### src/mfw_pkg.sv
// ----------------------------------------------------------------------------
// mfw_pkg: shared types and constants of the median filter window core
// Pixel and register widths, operation and register codes, reset values and
// the control bundle handed from the front end to the window stage.
// ----------------------------------------------------------------------------
package mfw_pkg;

  localparam int PIX_W         = 8;
  localparam int CFG_IDX_W     = 1;
  localparam int CFG_DATA_W    = 12;
  localparam int CFG_WIDTH_W   = 11;
  localparam int CFG_HEIGHT_W  = 12;

  localparam int DEF_WINDOW    = 3;
  localparam int DEF_MAX_WIDTH = 1024;

  localparam int RESET_WIDTH   = 640;
  localparam int RESET_HEIGHT  = 480;

  typedef enum logic [0:0] {
    OP_PIXEL = 1'b0,
    OP_DRAIN = 1'b1
  } op_t;

  typedef enum logic [CFG_IDX_W-1:0] {
    CFG_IMAGE_WIDTH  = 1'b0,
    CFG_IMAGE_HEIGHT = 1'b1
  } cfg_reg_t;

  // One result issued into the window stage.
  typedef struct packed {
    logic emit;
    logic border;
    logic last;
  } mfw_issue_t;

endpackage

### src/mfw_median.sv
// ----------------------------------------------------------------------------
// mfw_median: rank-select median of a square window
// Every element is ranked against all others, ties broken by position, so the
// ranks form a permutation; the element whose rank is the middle one wins.
// ----------------------------------------------------------------------------
module mfw_median #(
  parameter int WINDOW = mfw_pkg::DEF_WINDOW
) (
  input  logic [WINDOW*WINDOW-1:0][mfw_pkg::PIX_W-1:0] win,
  output logic [mfw_pkg::PIX_W-1:0]                    med
);
  import mfw_pkg::*;

  localparam int N   = WINDOW * WINDOW;
  localparam int RW  = $clog2(N + 1);
  localparam int MID = N / 2;

  logic [N-1:0][RW-1:0] rank;
  logic [N-1:0]         sel;

  always_comb begin
    med = '0;
    for (int i = 0; i < N; i++) begin
      rank[i] = '0;
      for (int j = 0; j < N; j++) begin
        if ((win[j] < win[i]) || ((win[j] == win[i]) && (j < i))) begin
          rank[i] = rank[i] + RW'(1);
        end
      end
    end
    for (int i = 0; i < N; i++) begin
      sel[i] = (rank[i] == RW'(MID));
      med    = med | (sel[i] ? win[i] : '0);
    end
  end

endmodule

### src/mfw_window.sv
// ----------------------------------------------------------------------------
// mfw_window: window registers, median and result register
// Each result shifts one fetched column into the window. The median of the
// shifted window, or the center pixel for border results, goes to the output
// register, which holds while the receiver stalls.
// ----------------------------------------------------------------------------
module mfw_window #(
  parameter int WINDOW = mfw_pkg::DEF_WINDOW
) (
  input  logic                                  clk,
  input  logic                                  rst_n,
  input  mfw_pkg::mfw_issue_t                   issue,
  input  logic [WINDOW-1:0][mfw_pkg::PIX_W-1:0] fetch_data,
  input  logic [mfw_pkg::PIX_W-1:0]             ctr_data,
  output logic                                  stage_ready,
  output logic                                  out_valid,
  input  logic                                  out_ready,
  output logic [mfw_pkg::PIX_W-1:0]             out_grey_value,
  output logic                                  out_is_border,
  output logic                                  out_frame_last
);
  import mfw_pkg::*;

  logic                                     s1_valid_r;
  logic                                     s1_border_r;
  logic                                     s1_last_r;
  logic [WINDOW-1:0][WINDOW-1:0][PIX_W-1:0] win_r;
  logic [WINDOW-1:0][WINDOW-1:0][PIX_W-1:0] win_nxt;
  logic [WINDOW*WINDOW-1:0][PIX_W-1:0]      med_in;
  logic [PIX_W-1:0]                         med;
  logic                                     out_valid_r;
  logic [PIX_W-1:0]                         grey_r;
  logic                                     border_r;
  logic                                     last_r;
  logic                                     out_can;
  logic                                     advance;

  always_comb begin
    for (int j = 0; j < WINDOW; j++) begin
      for (int i = 0; i < WINDOW - 1; i++) begin
        win_nxt[j][i] = win_r[j][i+1];
      end
      win_nxt[j][WINDOW-1] = fetch_data[j];
      for (int i = 0; i < WINDOW; i++) begin
        med_in[j*WINDOW+i] = win_nxt[j][i];
      end
    end
  end

  mfw_median #(
    .WINDOW (WINDOW)
  ) u_median (
    .win (med_in),
    .med (med)
  );

  assign out_can     = !out_valid_r || out_ready;
  assign advance     = s1_valid_r && out_can;
  assign stage_ready = !s1_valid_r || out_can;

  always_ff @(posedge clk) begin
    if (!rst_n) begin
      s1_valid_r  <= 1'b0;
      out_valid_r <= 1'b0;
    end else begin
      if (issue.emit) begin
        s1_valid_r <= 1'b1;
      end else if (advance) begin
        s1_valid_r <= 1'b0;
      end
      if (advance) begin
        out_valid_r <= 1'b1;
      end else if (out_ready) begin
        out_valid_r <= 1'b0;
      end
    end
  end

  always_ff @(posedge clk) begin
    if (issue.emit) begin
      s1_border_r <= issue.border;
      s1_last_r   <= issue.last;
    end
    if (advance) begin
      win_r    <= win_nxt;
      grey_r   <= s1_border_r ? ctr_data : med;
      border_r <= s1_border_r;
      last_r   <= s1_last_r;
    end
  end

  assign out_valid      = out_valid_r;
  assign out_grey_value = grey_r;
  assign out_is_border  = border_r;
  assign out_frame_last = last_r;

endmodule

### config.mk
export PLATFORM = sky130hd
export DESIGN_NAME = mfw_window
export DESIGN_NICKNAME = d
export VERILOG_FILES = /design/src/mfw_pkg.sv /design/src/mfw_median.sv /design/src/mfw_window.sv
export SDC_FILE = /design/constraint.sdc
export NUM_CORES = 1
export LEC_CHECK = 0
export ABC_AREA = 0
export BUFFER_PORTS_ARGS = -buffer_cell sky130_fd_sc_hd__buf_2
export CORE_ASPECT_RATIO = 1.4
export CORE_MARGIN = 4
export CORE_UTILIZATION = 46
export DETAILED_ROUTE_END_ITERATION = 10
export GPL_ROUTABILITY_DRIVEN = 0
export PLACE_DENSITY = 0.7
export SYNTH_ARGS = -nofsm -noshare
export SYNTH_HDL_FRONTEND = slang
export SYNTH_SLANG_ARGS = --single-unit
### constraint.sdc
create_clock -name clk -period 6.6 [get_ports clk]
set_input_delay 0.33 -clock clk [delete_from_list [all_inputs] [get_ports clk]]
set_output_delay 0.33 -clock clk [all_outputs]
set_load 0.005 [all_outputs]
* Yosys cells after proc, flatten, opt, wreduce, memory -nomap -nowiden
Cells that the tools add are included.
** Cells by class
- Order comparisons :: 81
- Multiplexer cells :: 95
- Add/sub/neg operators :: 72
- Reduce and logical (&&, ||, !) cells :: 43
- Bitwise logic cells :: 8
- Equality and inequality tests :: 45
** Operators with widths (number)
- 8-bit less-than comparator :: 81
- 4-bit by 1-bit adder with 4-bit output (second input constant) :: 72
- 8-bit equality test :: 36
- 4-bit two-way mux :: 72
- 8-bit two-way mux :: 10
- 8-bit OR :: 8
- 1-bit logical OR :: 38
- 4-bit by 3-bit equality test with 1-bit output (second input constant) :: 9
- 1-bit two-way mux :: 13
- 2-bit nonzero test :: 2
- 1-bit logical NOT :: 2
- 1-bit logical AND :: 1
** Storage, ports and cells
- Logic and storage cells :: 357
- Bits in registers :: 62
- Output and inout port bits :: 12

* Logic depth before layout (Yosys ltp)
Gate-level depths: netlist (run 1).
- Depth after elaboration :: 30
- Mapped depth :: 35
- Gate-level depth less buffers :: 35

* Cells and area by module
Synthesis (run 1) repeated with hierarchy kept, for this count alone.
** Unflattened totals
- Cell total of the unflattened synthesis :: 1561
- Area, all modules :: 13454.2 um^2
** By module, submodules not included
- mfw_median :: area each 11442.2 um^2, sequential area each 0.0 um^2, instances 1, cells each 1484
- mfw_window :: area each 2011.9 um^2, sequential area each 1841.8 um^2, instances 1, cells each 77

* Least setup slack after synthesis (run 1)
OpenSTA, ideal clock, no wires.
- Path kind :: reg2reg
- Start :: register win_r (netlist bit med_in[9])
- End :: register grey_r[6], in the netlist out_grey_value[6], data pin
- Period minus slack after synthesis :: 7031 ps
- Setup time :: 261 ps
- Required time :: 6339 ps
- Stages on the path, launching flop included :: 32
- Data arrival time :: 6771 ps
- Buffers on the path :: 0
- Slack :: -431 ps
- Cell sequence :: edfxtp_1 > inv_1 > ha_1 > nor2b_1 > o211ai_1 > a21oi_1 > nor3_2 > o21ai_0 > inv_1 > ha_1 > or2_1 > o211ai_4 > inv_1 > ha_1 > mux2_2 > ha_1 > and2_1 > a211o_1 > ha_1 > nor2b_1 > a21o_1 > ha_1 > nand2b_1 > and2_1 > ha_1 > nand2b_1 > or3_1 > a21oi_1 > a2111oi_4 > a2111oi_2 > o211ai_1 > o32a_1
** Between the ends
- Longest elaborated chain between the ends :: 30
** RTL lines
- start, declared :: line mfw_window.sv:27 : logic [WINDOW-1:0][WINDOW-1:0][PIX_W-1:0] win_r;
- start signal, assigned :: line mfw_window.sv:85 : win_r <= win_nxt;
- 8-bit less-than comparator or 8-bit equality test (tied branches) :: line mfw_median.sv:26 : if ((win[j] < win[i]) || ((win[j] == win[i]) && (j < i))) begin
- 1-bit logical OR :: line mfw_median.sv:26
- 1-bit two-way mux :: line mfw_median.sv:26
- 4-bit by 1-bit adder with 4-bit output :: line mfw_median.sv:27 : rank[i] = rank[i] + RW'(1);
- 4-bit two-way mux :: line mfw_median.sv:26
- 4-bit by 1-bit adder with 4-bit output :: line mfw_median.sv:27
- 4-bit two-way mux :: line mfw_median.sv:26
- 4-bit by 1-bit adder with 4-bit output :: line mfw_median.sv:27
- (+8 left out)
- 4-bit two-way mux :: line mfw_median.sv:26
- 4-bit by 1-bit adder with 4-bit output :: line mfw_median.sv:27
- 4-bit two-way mux :: line mfw_median.sv:26
- 4-bit by 3-bit equality test with 1-bit output :: line mfw_median.sv:32 : sel[i] = (rank[i] == RW'(MID));
- 8-bit two-way mux :: line mfw_median.sv:33 : med = med | (sel[i] ? win[i] : '0);
- 8-bit OR (7 in a row) :: line mfw_median.sv:33
- 8-bit OR (*) :: line mfw_median.sv:33
- 8-bit two-way mux (*) :: line mfw_window.sv:86 : grey_r <= s1_border_r ? ctr_data : med;
- end signal, assigned :: line mfw_window.sv:86
- end, declared :: line mfw_window.sv:32 : logic [PIX_W-1:0] grey_r;
Every way passes the cells marked *; elsewhere a longest branch is shown, timed or not.
A chain may end at the register's enable or synchronous reset.

* Worst setup path after layout (run 1)
- Start :: register win_r (netlist bit med_in[1])
- End :: register grey_r[6], in the netlist out_grey_value[6], data pin
Same word-level chain as after synthesis.

==> flow_summary.yaml, run 1 <==
global_route:
  grtUsageTotal_pct: 30.7
  grt-ovfl-total: 0
  first_global_vias: 14400
  antenna_found_initial: 0
  grt_max_degree: 59
  grt_pass1_wl_mm: 79.6
synth:
  ys_async_sr_fraction_pct: 0
  netlist_area_um2: 14000
  synth_nets: 1956
  synth_ff_type: "edfxtp_1"
  yosys-top-cells-count: "349 x ha_1, 134 x a21oi_1, 115 x inv_1"
  synth.avg_cell_area_um2: 8.92
  yosysTopAreaCell: "ha_1"
  synth_edf_count: 60
  yosysMostFrequentCell: "ha_1"
  yosysSeqAreaShare_pct: 13.2
  synth_cell_type_count: 96
  synthTopCellsByArea: "ha_1 31%, edfxtp_1 13%, a21oi_1 4.8%, inv_1 3.1%, nand4_1 2.6%"
  ys_ff_latch: 62
  yosysTopAreaCellShare_pct: 31.2
  yosys_warnings: 0
  netlist_instances: 1569
status:
  violations: "setup timing"
  status: "finished with violations"
placement:
  portBuffers: 49
  placed_area_um2: 16700
  place_hpwl_mm: 42.2
flow_run:
  maxCapViolations: 0
die:
  fp.dieH_um: 214
  coreArea_um2: 30000
  ios: 50
  die_x_um: 155
  rows: 75
  die_area_um2: 33300
  start_util_pct: 46.6
worst_setup_path:
  reg2reg_slack_ns: -0.17
  end_kind: "register"
  setup.worst_path.start_class: "register"
  cp-startpoint: "med_in[1]"
  r2r_end: "out_grey_value[6]"
  ff2ff_path_depth: 32
  critPathKind: "register to register"
  critPathMaxStageDelay_ns: 0.41
  critPathMostFrequentCell: "ha_4"
  crit_slowest_cell: "edfxtp_1"
  path_max_fanout: 8
  worstReg2RegStart: "med_in[1]"
  cp.arrival_ns: 6.88
  crit_required_ns: 6.70
route:
  routed-wl-met2_mm: 24.6
  drt_wl_total_mm: 53.3
  wl_per_cell_um: 23.2
  drc: 0
  drtAntennaViolNets: 0
  drtPass1Iterations: 9
  avgViaCountPerCell: 6.42
  drt-initial-drc-count: 1368
  dr_wl_met3_mm: 4.04
  route.layer.met1.wl_mm: 18.7
  via_count: 14700
  highest_layer: "met4"
cells_and_area:
  fin_area_um2: 17900
  diodes: 0
  area_growth_pct: 27.9
  nFillCells: 2535
  drive_above_1_share_pct: 27.8
  finalNetCount: 2293
  seq_area_um2: 1840
  multiInputGateArea_um2: 12400
power_and_ir_drop:
  pwr-share-clk_pct: 11.5
  p_leak_nw: 8.30
  p_seq_share_pct: 11.3
  pwr-share-comb_pct: 77.2
  irDropWorstVdd_mv: 0.131
  internal_power_mw: 2.46
  p_sw_mw: 1.97
  switching_share_pct: 44.4
  p_per_area_nw_per_um2: 248
clock_tree:
  clk_pin_slew_ns: 0.06
  clk_latency_ns: 0.35
  htree_num_levels: 3
  tritoncts: "done"
  clock_sinks: 62
  numCtsBuffers: 9
  clk_path_buf_depth: 2
  cts-root-buf: "clkbuf_16"
  ctsHoldBuffers: 0
hold_path:
  hold_end: "s1_border_r"
  holdPathStages: 1
  min_from: "issue[1]"
  hp-class: "primary input to register"
sta:
  slew_violations: 0
  relSlewSlack_pct: 19.0
  rsz0062_at_grt: "true"
  fin_crit_sh_pct: 103
  setup_viol: 8
  tightest_slew_ns: 1.21
  hold_viol: 0
  fmax_ghz: 0.148
  skew_ns: 0.0108
  fin_setup_tns_ns: -0.773
  setup_ws_ns: -0.175
  min_period_ns: 6.77
[power groups by stage]
stage / Sequential (mW) / Clock [mW] / Combinational (mW)
2_1_floorplan: 0.510 / 0 / 2.03
3_3_place_gp: 0.509 / 0 / 2.91
3_5_place_dp: 0.509 / 0 / 3.02
4_1_cts: 0.501 / 0.505 / 3.17
5_1_grt: 0.503 / 0.522 / 3.71
6_report: 0.503 / 0.509 / 3.42
[registers in the layout (all words and copies together), names as in the netlist]
signal,cells
out_valid,1
out_grey_value,8
out_frame_last,1
med_in,48
s1_last_r,1
s1_border_r,1
s1_valid_r,1
out_is_border,1
[repair_timing]
action	CTS	global route
pin swaps	52	58
gates resized for setup	66	75
setup buffers	23	22
setup endpoints to repair	8	8
[critical path, delay by kind of cell, from the launching register on]
kind            cells  cell delay, ns
compound gates     11            2.26
flops               1            0.41
buf+inv             4            0.47
simple gates        9            1.56
mux                 1            0.27
fa+ha+maj           7            1.50
[layout make-up]
| type | instances | area share, % |
|---|---|---|
| multi-input combinational | 1389 | 69.1 |
| timing repair buffer | 329 | 13.8 |
| sequential | 62 | 10.3 |
| tap | 385 | 2.69 |
| inverter | 115 | 2.41 |
| clock buffer | 10 | 1.34 |
| clock inverter | 6 | 0.378 |
[cell families after synthesis]
| kind of cell | Yosys count | share of synthesized area (%) |
|---|---|---|
| AOI/OAI and AO/OA | 479 | 24.7 |
| xor gates and xnor gates | 97 | 9.18 |
| adders and majority gates | 349 | 31.2 |
| buffers and inverters | 118 | 3.17 |
| DFF | 62 | 13.2 |
| muxes | 16 | 1.20 |
| and+or+nand+nor | 448 | 17.4 |
[how the worst max path moves through the flow]
stage / end / cells after the start
final: out_grey_value[6] / 32
after floorplan: out_grey_value[0] / 30
after global routing: out_grey_value[6] / 31
after CTS: out_grey_value[6] / 32
after detailed placement: out_grey_value[6] / 33
after global placement: out_grey_value[4] / 33
[per-stage QoR]
step	instances	setup WS (ns)	power, mW	util, %	hold WS, ns
after global placement	2235	-0.265	3.42	55.5	0.406
final	2296	-0.175	4.43	59.6	0.154
after floorplan	1569	-0.292	2.54	-	0.400
after global routing	2296	-0.350	4.74	59.6	0.162
after CTS	2274	-0.0323	4.17	57.9	0.151
after detailed placement	2235	-0.354	3.53	55.5	0.422
[routing by layer]
metal / track usage (%) / vias up
met1: 33.8 / 6969
met4: 26.2 / 0
met5: 0 / -
met3: 4.70 / 291
met2: 50.7 / 680
li1: - / 6799
[layout by cell type (no fill, tap or decap), drive strengths merged, types with 11 or more instances in the layout]
cell type,netlist,final
xnor2,46,46
o21a,27,27
edfxtp,60,60
nor2b,41,41
a21o,26,26
xor2,27,27
buf,1,328
a2111oi,18,18
nand4,58,58
nor3,21,21
o21ai,72,72
inv,115,117
nand3,32,32
nor2,90,90
ha,349,349
clkbuf,2,11
nor3b,20,20
xnor3,17,17
a21oi,135,135
and2,14,14
a211oi,26,26
nand2,87,87
o211ai,42,42
nand2b,20,20
or2,18,18
Power figures use the tool's default switching activity.
==> run 2: changes to the inputs <==
CELL_PAD_IN_SITES_DETAIL_PLACEMENT = 1   (was unset)
CELL_PAD_IN_SITES_GLOBAL_PLACEMENT = 1   (was unset)
PLACE_DENSITY = 0.86   (was 0.7)
REMOVE_ABC_BUFFERS = 1   (was unset)
==> run 2 against run 1 <==
Against the previous run:
- the run now fails in global routing (5_1_grt)
- synthesized area unchanged
- synthesized cell count did not move
==> flow_summary.yaml, run 2 <==
status:
  haltStage: "global routing (5_1_grt)"
  firstError: "[ERROR GRT-0232] Routing congestion too high. Check the congestion heatmap in the GUI."
  status: "aborted with a tool error"
clock_tree:
  clock_sinks: 62
  numCtsBuffers: 9
  ctsHoldBuffers: 0
  htree_num_levels: 3
  cts-root-buf: "clkbuf_16"
  clk_path_buf_depth: 2
global_route:
  grtUsageTotal_pct: 75.8
  grt-ovfl-total: 175
  grt_max_degree: 59
placement:
  portBuffers: 49
  place_hpwl_mm: 53.7
  dp_cells: 2252
synth:
  synth_edf_count: 60
  synthTopCellsByArea: "ha_1 31%, edfxtp_1 13%, a21oi_1 4.8%, inv_1 3.1%, nand4_1 2.6%"
  yosysTopAreaCellShare_pct: 31.2
  synth_cell_type_count: 96
  netlist_area_um2: 14000
  yosysMostFrequentCell: "ha_1"
  synth_ff_type: "edfxtp_1"
  ys_async_sr_fraction_pct: 0
  synth.avg_cell_area_um2: 8.92
  yosys_warnings: 0
  yosysSeqAreaShare_pct: 13.2
  netlist_instances: 1569
  yosys-top-cells-count: "349 x ha_1, 134 x a21oi_1, 115 x inv_1"
  ys_ff_latch: 62
  yosysTopAreaCell: "ha_1"
die:
  rows: 75
  fp.dieH_um: 214
  die_x_um: 155
  start_util_pct: 46.6
  ios: 50
sta:
  grt-worst-endpoint: "out_grey_value[0]$_DFFE_PP_/D"
  worst_endpoint_kind: "register data pin"
## run 2: metrics by stage
stage / TNS (ns) / hold slack (ns) / setup slack (ns) / instance area, µm²
after floorplan: -2.59 / 0.400 / -0.431 / 14000
after detailed placement: -6.08 / 0.437 / -0.912 / 16600
after CTS: -3.08 / 0.153 / -0.455 / 17600
after global placement: -2.23 / 0.406 / -0.391 / 16600
## run 2: cell families after synthesis
logic type	share of synthesized area, %
compound gates	24.7
simple gates	17.4
fa+ha+maj	31.2
buf+inv	3.17
xor+xnor	9.18
flops	13.2
mux	1.20
## run 2: layer usage
| layer | overflow | track usage (%) |
|---|---|---|
| met1 | 1 | 73.8 |
| met2 | 98 | 89.0 |
| met3 | 5 | 64.7 |
| met4 | 71 | 76.6 |
| met5 | 0 | 39.7 |
## run 2: timing repair
action	in CTS
pin swaps	63
setup endpoints to repair	8
gates resized for setup	97
buffers inserted	20
==> run 3: changes to the inputs <==
CELL_PAD_IN_SITES_DETAIL_PLACEMENT = unset   (was 1)
CELL_PAD_IN_SITES_GLOBAL_PLACEMENT = unset   (was 1)
CORE_ASPECT_RATIO = unset   (was 1.4)
CORE_UTILIZATION = 31   (was 46)
PLACE_DENSITY = unset   (was 0.86)
PLACE_DENSITY_LB_ADDON = 0.15   (was unset)
clock period = 8.6 ns   (was 6.6 ns; I/O delays follow)
==> run 3 against run 2 <==
Against the previous run:
- the flow now finishes without violations
==> flow_summary.yaml, run 3 (synthesis gave the netlist of run 1 again) <==
cells_and_area:
  drive_above_1_share_pct: 10.8
  largest_reg_flops: 48
  layout_common_cells: "349 x ha_1, 134 x a21oi_1, 115 x inv_1, 90 x nor2_1, 87 x nand2_1"
  area_growth_pct: 11.4
  layout_commonest_cell: "ha_1"
  finalNetCount: 2062
worst_setup_path:
  reg2reg_slack_ns: 0.37
  crit_required_ns: 8.79
  end_kind: "register"
  cp.arrival_ns: 8.42
  crit_slowest_cell: "a2111oi_4"
  critPathKind: "register to register"
  setup.worst_path.start_class: "register"
  critPathMostFrequentCell: "ha_1"
  r2r_end: "out_grey_value[4]"
  path_max_fanout: 8
  critPathMaxStageDelay_ns: 0.75
  worstReg2RegStart: "med_in[6]"
  ff2ff_path_depth: 30
die:
  ios: 50
  die_x_um: 220
  die_area_um2: 48600
  start_util_pct: 31.5
  coreArea_um2: 44400
  fp.dieH_um: 220
  rows: 77
sta:
  rsz0062_at_grt: "false"
  hold_viol: 0
  min_period_ns: 8.23
  relSlewSlack_pct: 32.0
  fin_crit_sh_pct: 95.7
  fmax_ghz: 0.122
  slew_violations: 0
  setup_viol: 0
  tightest_slew_ns: 1.02
  fin_setup_tns_ns: 0
  skew_ns: 0.00275
global_route:
  met2_usage_pct: 37.8
  grt-ovfl-total: 0
  antenna_found_initial: 1
  first_global_vias: 12900
  grt_max_degree: 59
  grt_pass1_wl_mm: 83.2
  use_met1_pct: 31.5
  grtUsageMet3_pct: 4.24
  top_usage_layer: "met2"
  grtUsageTotal_pct: 23.1
route:
  avgViaCountPerCell: 5.92
  drc: 0
  drtAntennaViolNets: 0
  drtPass1Iterations: 6
  wl_per_cell_um: 25.0
  drt_wl_total_mm: 56.8
  via_count: 13400
  drt-initial-drc-count: 1221
flow_run:
  maxCapViolations: 0
clock_tree:
  htree_num_levels: 3
  tritoncts: "done"
  clock_sinks: 62
  clk_path_buf_depth: 2
  cts-resized-gates: 0
  cts-root-buf: "clkbuf_16"
  ctsHoldBuffers: 0
  numCtsBuffers: 9
  clk_latency_ns: 0.34
  clk_pin_slew_ns: 0.06
  post-cts-setup-buffer-count: 0
power_and_ir_drop:
  pwr-share-comb_pct: 74.2
  p_seq_share_pct: 14.0
  finalPower_mw: 2.84
  pwr-share-clk_pct: 11.8
  p_sw_mw: 1.38
  p_leak_nw: 7.03
  p_per_area_nw_per_um2: 182
  internal_power_mw: 1.47
  irDropWorstVdd_mv: 0.130
  switching_share_pct: 48.4
hold_path:
  hp-class: "primary input to register"
  holdPathStages: 1
  hold_end: "s1_border_r"
  min_from: "issue[1]"
placement:
  place_hpwl_mm: 45.3
  portBuffers: 49
status:
  status: "finished clean"
run 3: worst max-delay path by stage:
stage	from	end	slack (ns)
finish	med_in[6]	out_grey_value[4]	0.37
global placement	med_in[6]	out_grey_value[6]	0.67
CTS	med_in[6]	out_grey_value[4]	0.47
floorplan	med_in[9]	out_grey_value[6]	1.57
detailed placement	med_in[6]	out_grey_value[6]	0.51
global route	med_in[1]	out_grey_value[7]	0.003
run 3: through the flow:
stage | cells | area [µm²] | setup WS [ns] | util, % | hold slack [ns]
finish | 2272 | 15600 | 0.374 | 35.1 | 0.258
detailed placement | 2256 | 15300 | 0.506 | 34.5 | 0.407
floorplan | 1566 | 14000 | 1.57 | - | 0.400
global route | 2271 | 15600 | 0.00283 | 35.1 | 0.259
CTS | 2271 | 15600 | 0.473 | 35.1 | 0.251
global placement | 2256 | 15300 | 0.668 | 34.5 | 0.403
run 3: critical path, delay by kind of cell, from the launching register on:
family | cells | cell delay [ns]
compound gates | 11 | 2.88
fa+ha+maj | 7 | 1.99
buf+inv | 2 | 0.37
flops | 1 | 0.51
mux | 1 | 0.27
simple gates | 9 | 2.05
run 3: power by group through the flow:
stage	combinational [mW]	clock [mW]	sequential (mW)
final	2.11	0.335	0.399
after global routing	2.32	0.353	0.398
after detailed placement	2.08	0	0.403
after floorplan	1.52	0	0.391
after CTS	2.09	0.337	0.397
after global placement	2.04	0	0.404
run 3: layout make-up:
class                      instances  area (µm²)
fill                            4576       28800
multi-input combinational       1389       11700
sequential                        62        1840
tap                              592         741
timing repair buffer              98         613
inverter                         115         432
clock buffer                      13         240
clock inverter                     2        10.0
antenna                            1        2.50
run 3: per-layer routing:
layer | part of all wire [%] | wire, µm | vias up
met3 | 7.7 | 4390 | 88
met5 | 0 | 0 | -
met4 | 2.8 | 1610 | 0
li1 | - | - | 6330
met1 | 45 | 25400 | 6528
met2 | 45 | 25300 | 496
==> run 4: changes to the inputs <==
clock period = 6.71 ns   (was 8.6 ns; I/O delays follow)
==> run 4 against run 3 <==
Against the previous run:
- the run now ends with setup timing left
- global-route usage up 0.82 points
- utilization up 8.8 points
- clock skew up 0.0056 ns
- register-to-register slack worse by 0.47 ns
- critical path depth up 12
- critical endpoint is now out_grey_value[0]
- largest cell class unchanged
- highest routed layer unchanged
==> flow_summary.yaml, run 4 (synthesis gave the netlist of run 1 again) <==
clock_tree:
  ctsHoldBuffers: 0
  clk_path_buf_depth: 2
  numCtsBuffers: 9
  htree_num_levels: 3
  cts-root-buf: "clkbuf_16"
  clk_latency_ns: 0.35
  clock_sinks: 62
  tritoncts: "done"
  clk_pin_slew_ns: 0.06
cells_and_area:
  largest_reg_flops: 48
  diodes: 0
  fin_util_pct: 43.9
  layout_commonest_cell: "buf_4"
  drive_above_1_share_pct: 33.4
  layoutNonFillerInstCount: 2607
  fin_area_um2: 19500
  finalNetCount: 2397
  nFillCells: 4293
  area_growth_pct: 39.2
  layout_common_cells: "357 x buf_4, 319 x ha_1, 122 x a21oi_1, 98 x inv_1, 83 x nand2_1"
worst_setup_path:
  worstReg2RegStart: "med_in[1]"
  end_kind: "register"
  setup.worst_path.start_class: "register"
  crit_slowest_cell: "edfxtp_1"
  cp.arrival_ns: 7.00
  critPathMostFrequentCell: "buf_4"
  critPathKind: "register to register"
  crit_required_ns: 6.91
  cp-startpoint: "med_in[1]"
  critPathMaxStageDelay_ns: 0.41
  path_max_fanout: 4
die:
  die_area_um2: 48600
  fp.dieH_um: 220
  rows: 77
  start_util_pct: 31.5
  ios: 50
  die_x_um: 220
  coreArea_um2: 44400
power_and_ir_drop:
  p_leak_nw: 8.92
  irDropWorstVdd_mv: 0.153
  p_per_area_nw_per_um2: 246
placement:
  dp_cells: 2507
  dp_slack_ns: -0.591
  place_hpwl_mm: 48.7
  placed_area_um2: 17300
  portBuffers: 49
route:
  via_count: 14600
  wl_per_cell_um: 23.0
  avgViaCountPerCell: 5.60
  drtPass1Iterations: 6
  drtAntennaViolNets: 0
  drt_wl_total_mm: 59.9
  drc: 0
  drt-initial-drc-count: 1108
sta:
  slew_violations: 0
  hold_viol: 0
  relSlewSlack_pct: 13.2
  min_period_ns: 6.80
  whs_ns: 0.160
  fmax_ghz: 0.147
  fin_crit_sh_pct: 101
  setup_viol: 7
  setup_ws_ns: -0.0921
  tightest_slew_ns: 1.29
  skew_ns: 0.00838
  rsz0062_at_grt: "true"
global_route:
  grtUsageTotal_pct: 23.9
  grt_pass1_wl_mm: 87.2
  grt_max_degree: 59
  antenna_found_initial: 0
  grt-ovfl-total: 0
  first_global_vias: 14100
hold_path:
  hp-class: "primary input to register"
  min_from: "issue[1]"
status:
  violations: "setup timing"
  status: "finished with violations"
flow_run:
  maxCapViolations: 0
## run 4: cell types whose count changed in the layout (fill, tap and decap cells not counted), moves of 13 or more
| cell | delta |
|---|---|
| ha_1 | -30 |
| inv_2 | +16 |
| o21ai_0 | -13 |
| buf_6 | +14 |
| ha_4 | +28 |
| buf_4 | +308 |
| inv_1 | -17 |
## run 4: where the power goes
| part | leakage, nW | total, mW | internal [mW] | switching [mW] |
|---|---|---|---|---|
| clock | 0.152 | 0.498 | 0.306 | 0.191 |
| combinational | 8.19 | 3.79 | 1.93 | 1.86 |
| sequential | 0.579 | 0.498 | 0.471 | 0.0269 |
## run 4: path summary, 6_finish.rpt
kind / end / slack (ns) / cells past startpoint
hold / removal: s1_border_r / 0.16 / 1
setup / recovery: out_grey_value[0] / -0.09 / 42
setup reg to reg: out_grey_value[0] / -0.09 / 42
hold reg to reg: out_frame_last / 0.42 / 0
## run 4: cell type report
| cell class | count | area [µm²] | area share [%] |
|---|---|---|---|
| clock buffers | 12 | 256 | 1.32 |
| clock inverters | 4 | 45.0 | 0.231 |
| inverters | 115 | 434 | 2.23 |
| multi-input cells | 1389 | 12800 | 65.7 |
| flip-flops and latches | 62 | 1840 | 9.46 |
| well taps | 592 | 741 | 3.80 |
| repair buffers | 433 | 3360 | 17.2 |
## run 4: worst max-delay path, delay by kind of cell, from the launching register on
family                   cells  cell delay, ns
multiplexers                 1            0.28
buffers and inverters       29            3.61
AND/OR/NAND/NOR              3            0.72
flip-flops                   1            0.41
AO/OA/AOI/OAI                5            0.75
adder cells (fa/ha/maj)      1            0.20
XOR/XNOR                     3            0.64
## run 4: timing repair
action | CTS | global route
setup buffers | 44 | 41
pin swaps | 48 | 109
setup endpoints to repair | 8 | 8
resized for setup | 70 | 158
## run 4: per-layer routing
layer	global-route usage, %	wire [µm]	part of all wire [%]	up-vias
met5	0	0	0	-
met4	7.33	2070	3.5	0
met3	3.80	3640	6.1	101
met2	39.9	27700	46	421
met1	31.9	26500	44	7060
li1	-	-	-	7009
## run 4: metrics by stage
step	TNS, ns	power [mW]
2_1_floorplan	-1.71	2.45
3_3_place_gp	-3.57	3.51
3_5_place_dp	-4.38	3.57
4_1_cts	-1.20	4.25
5_1_grt	-2.00	5.13
6_report	-0.487	4.78
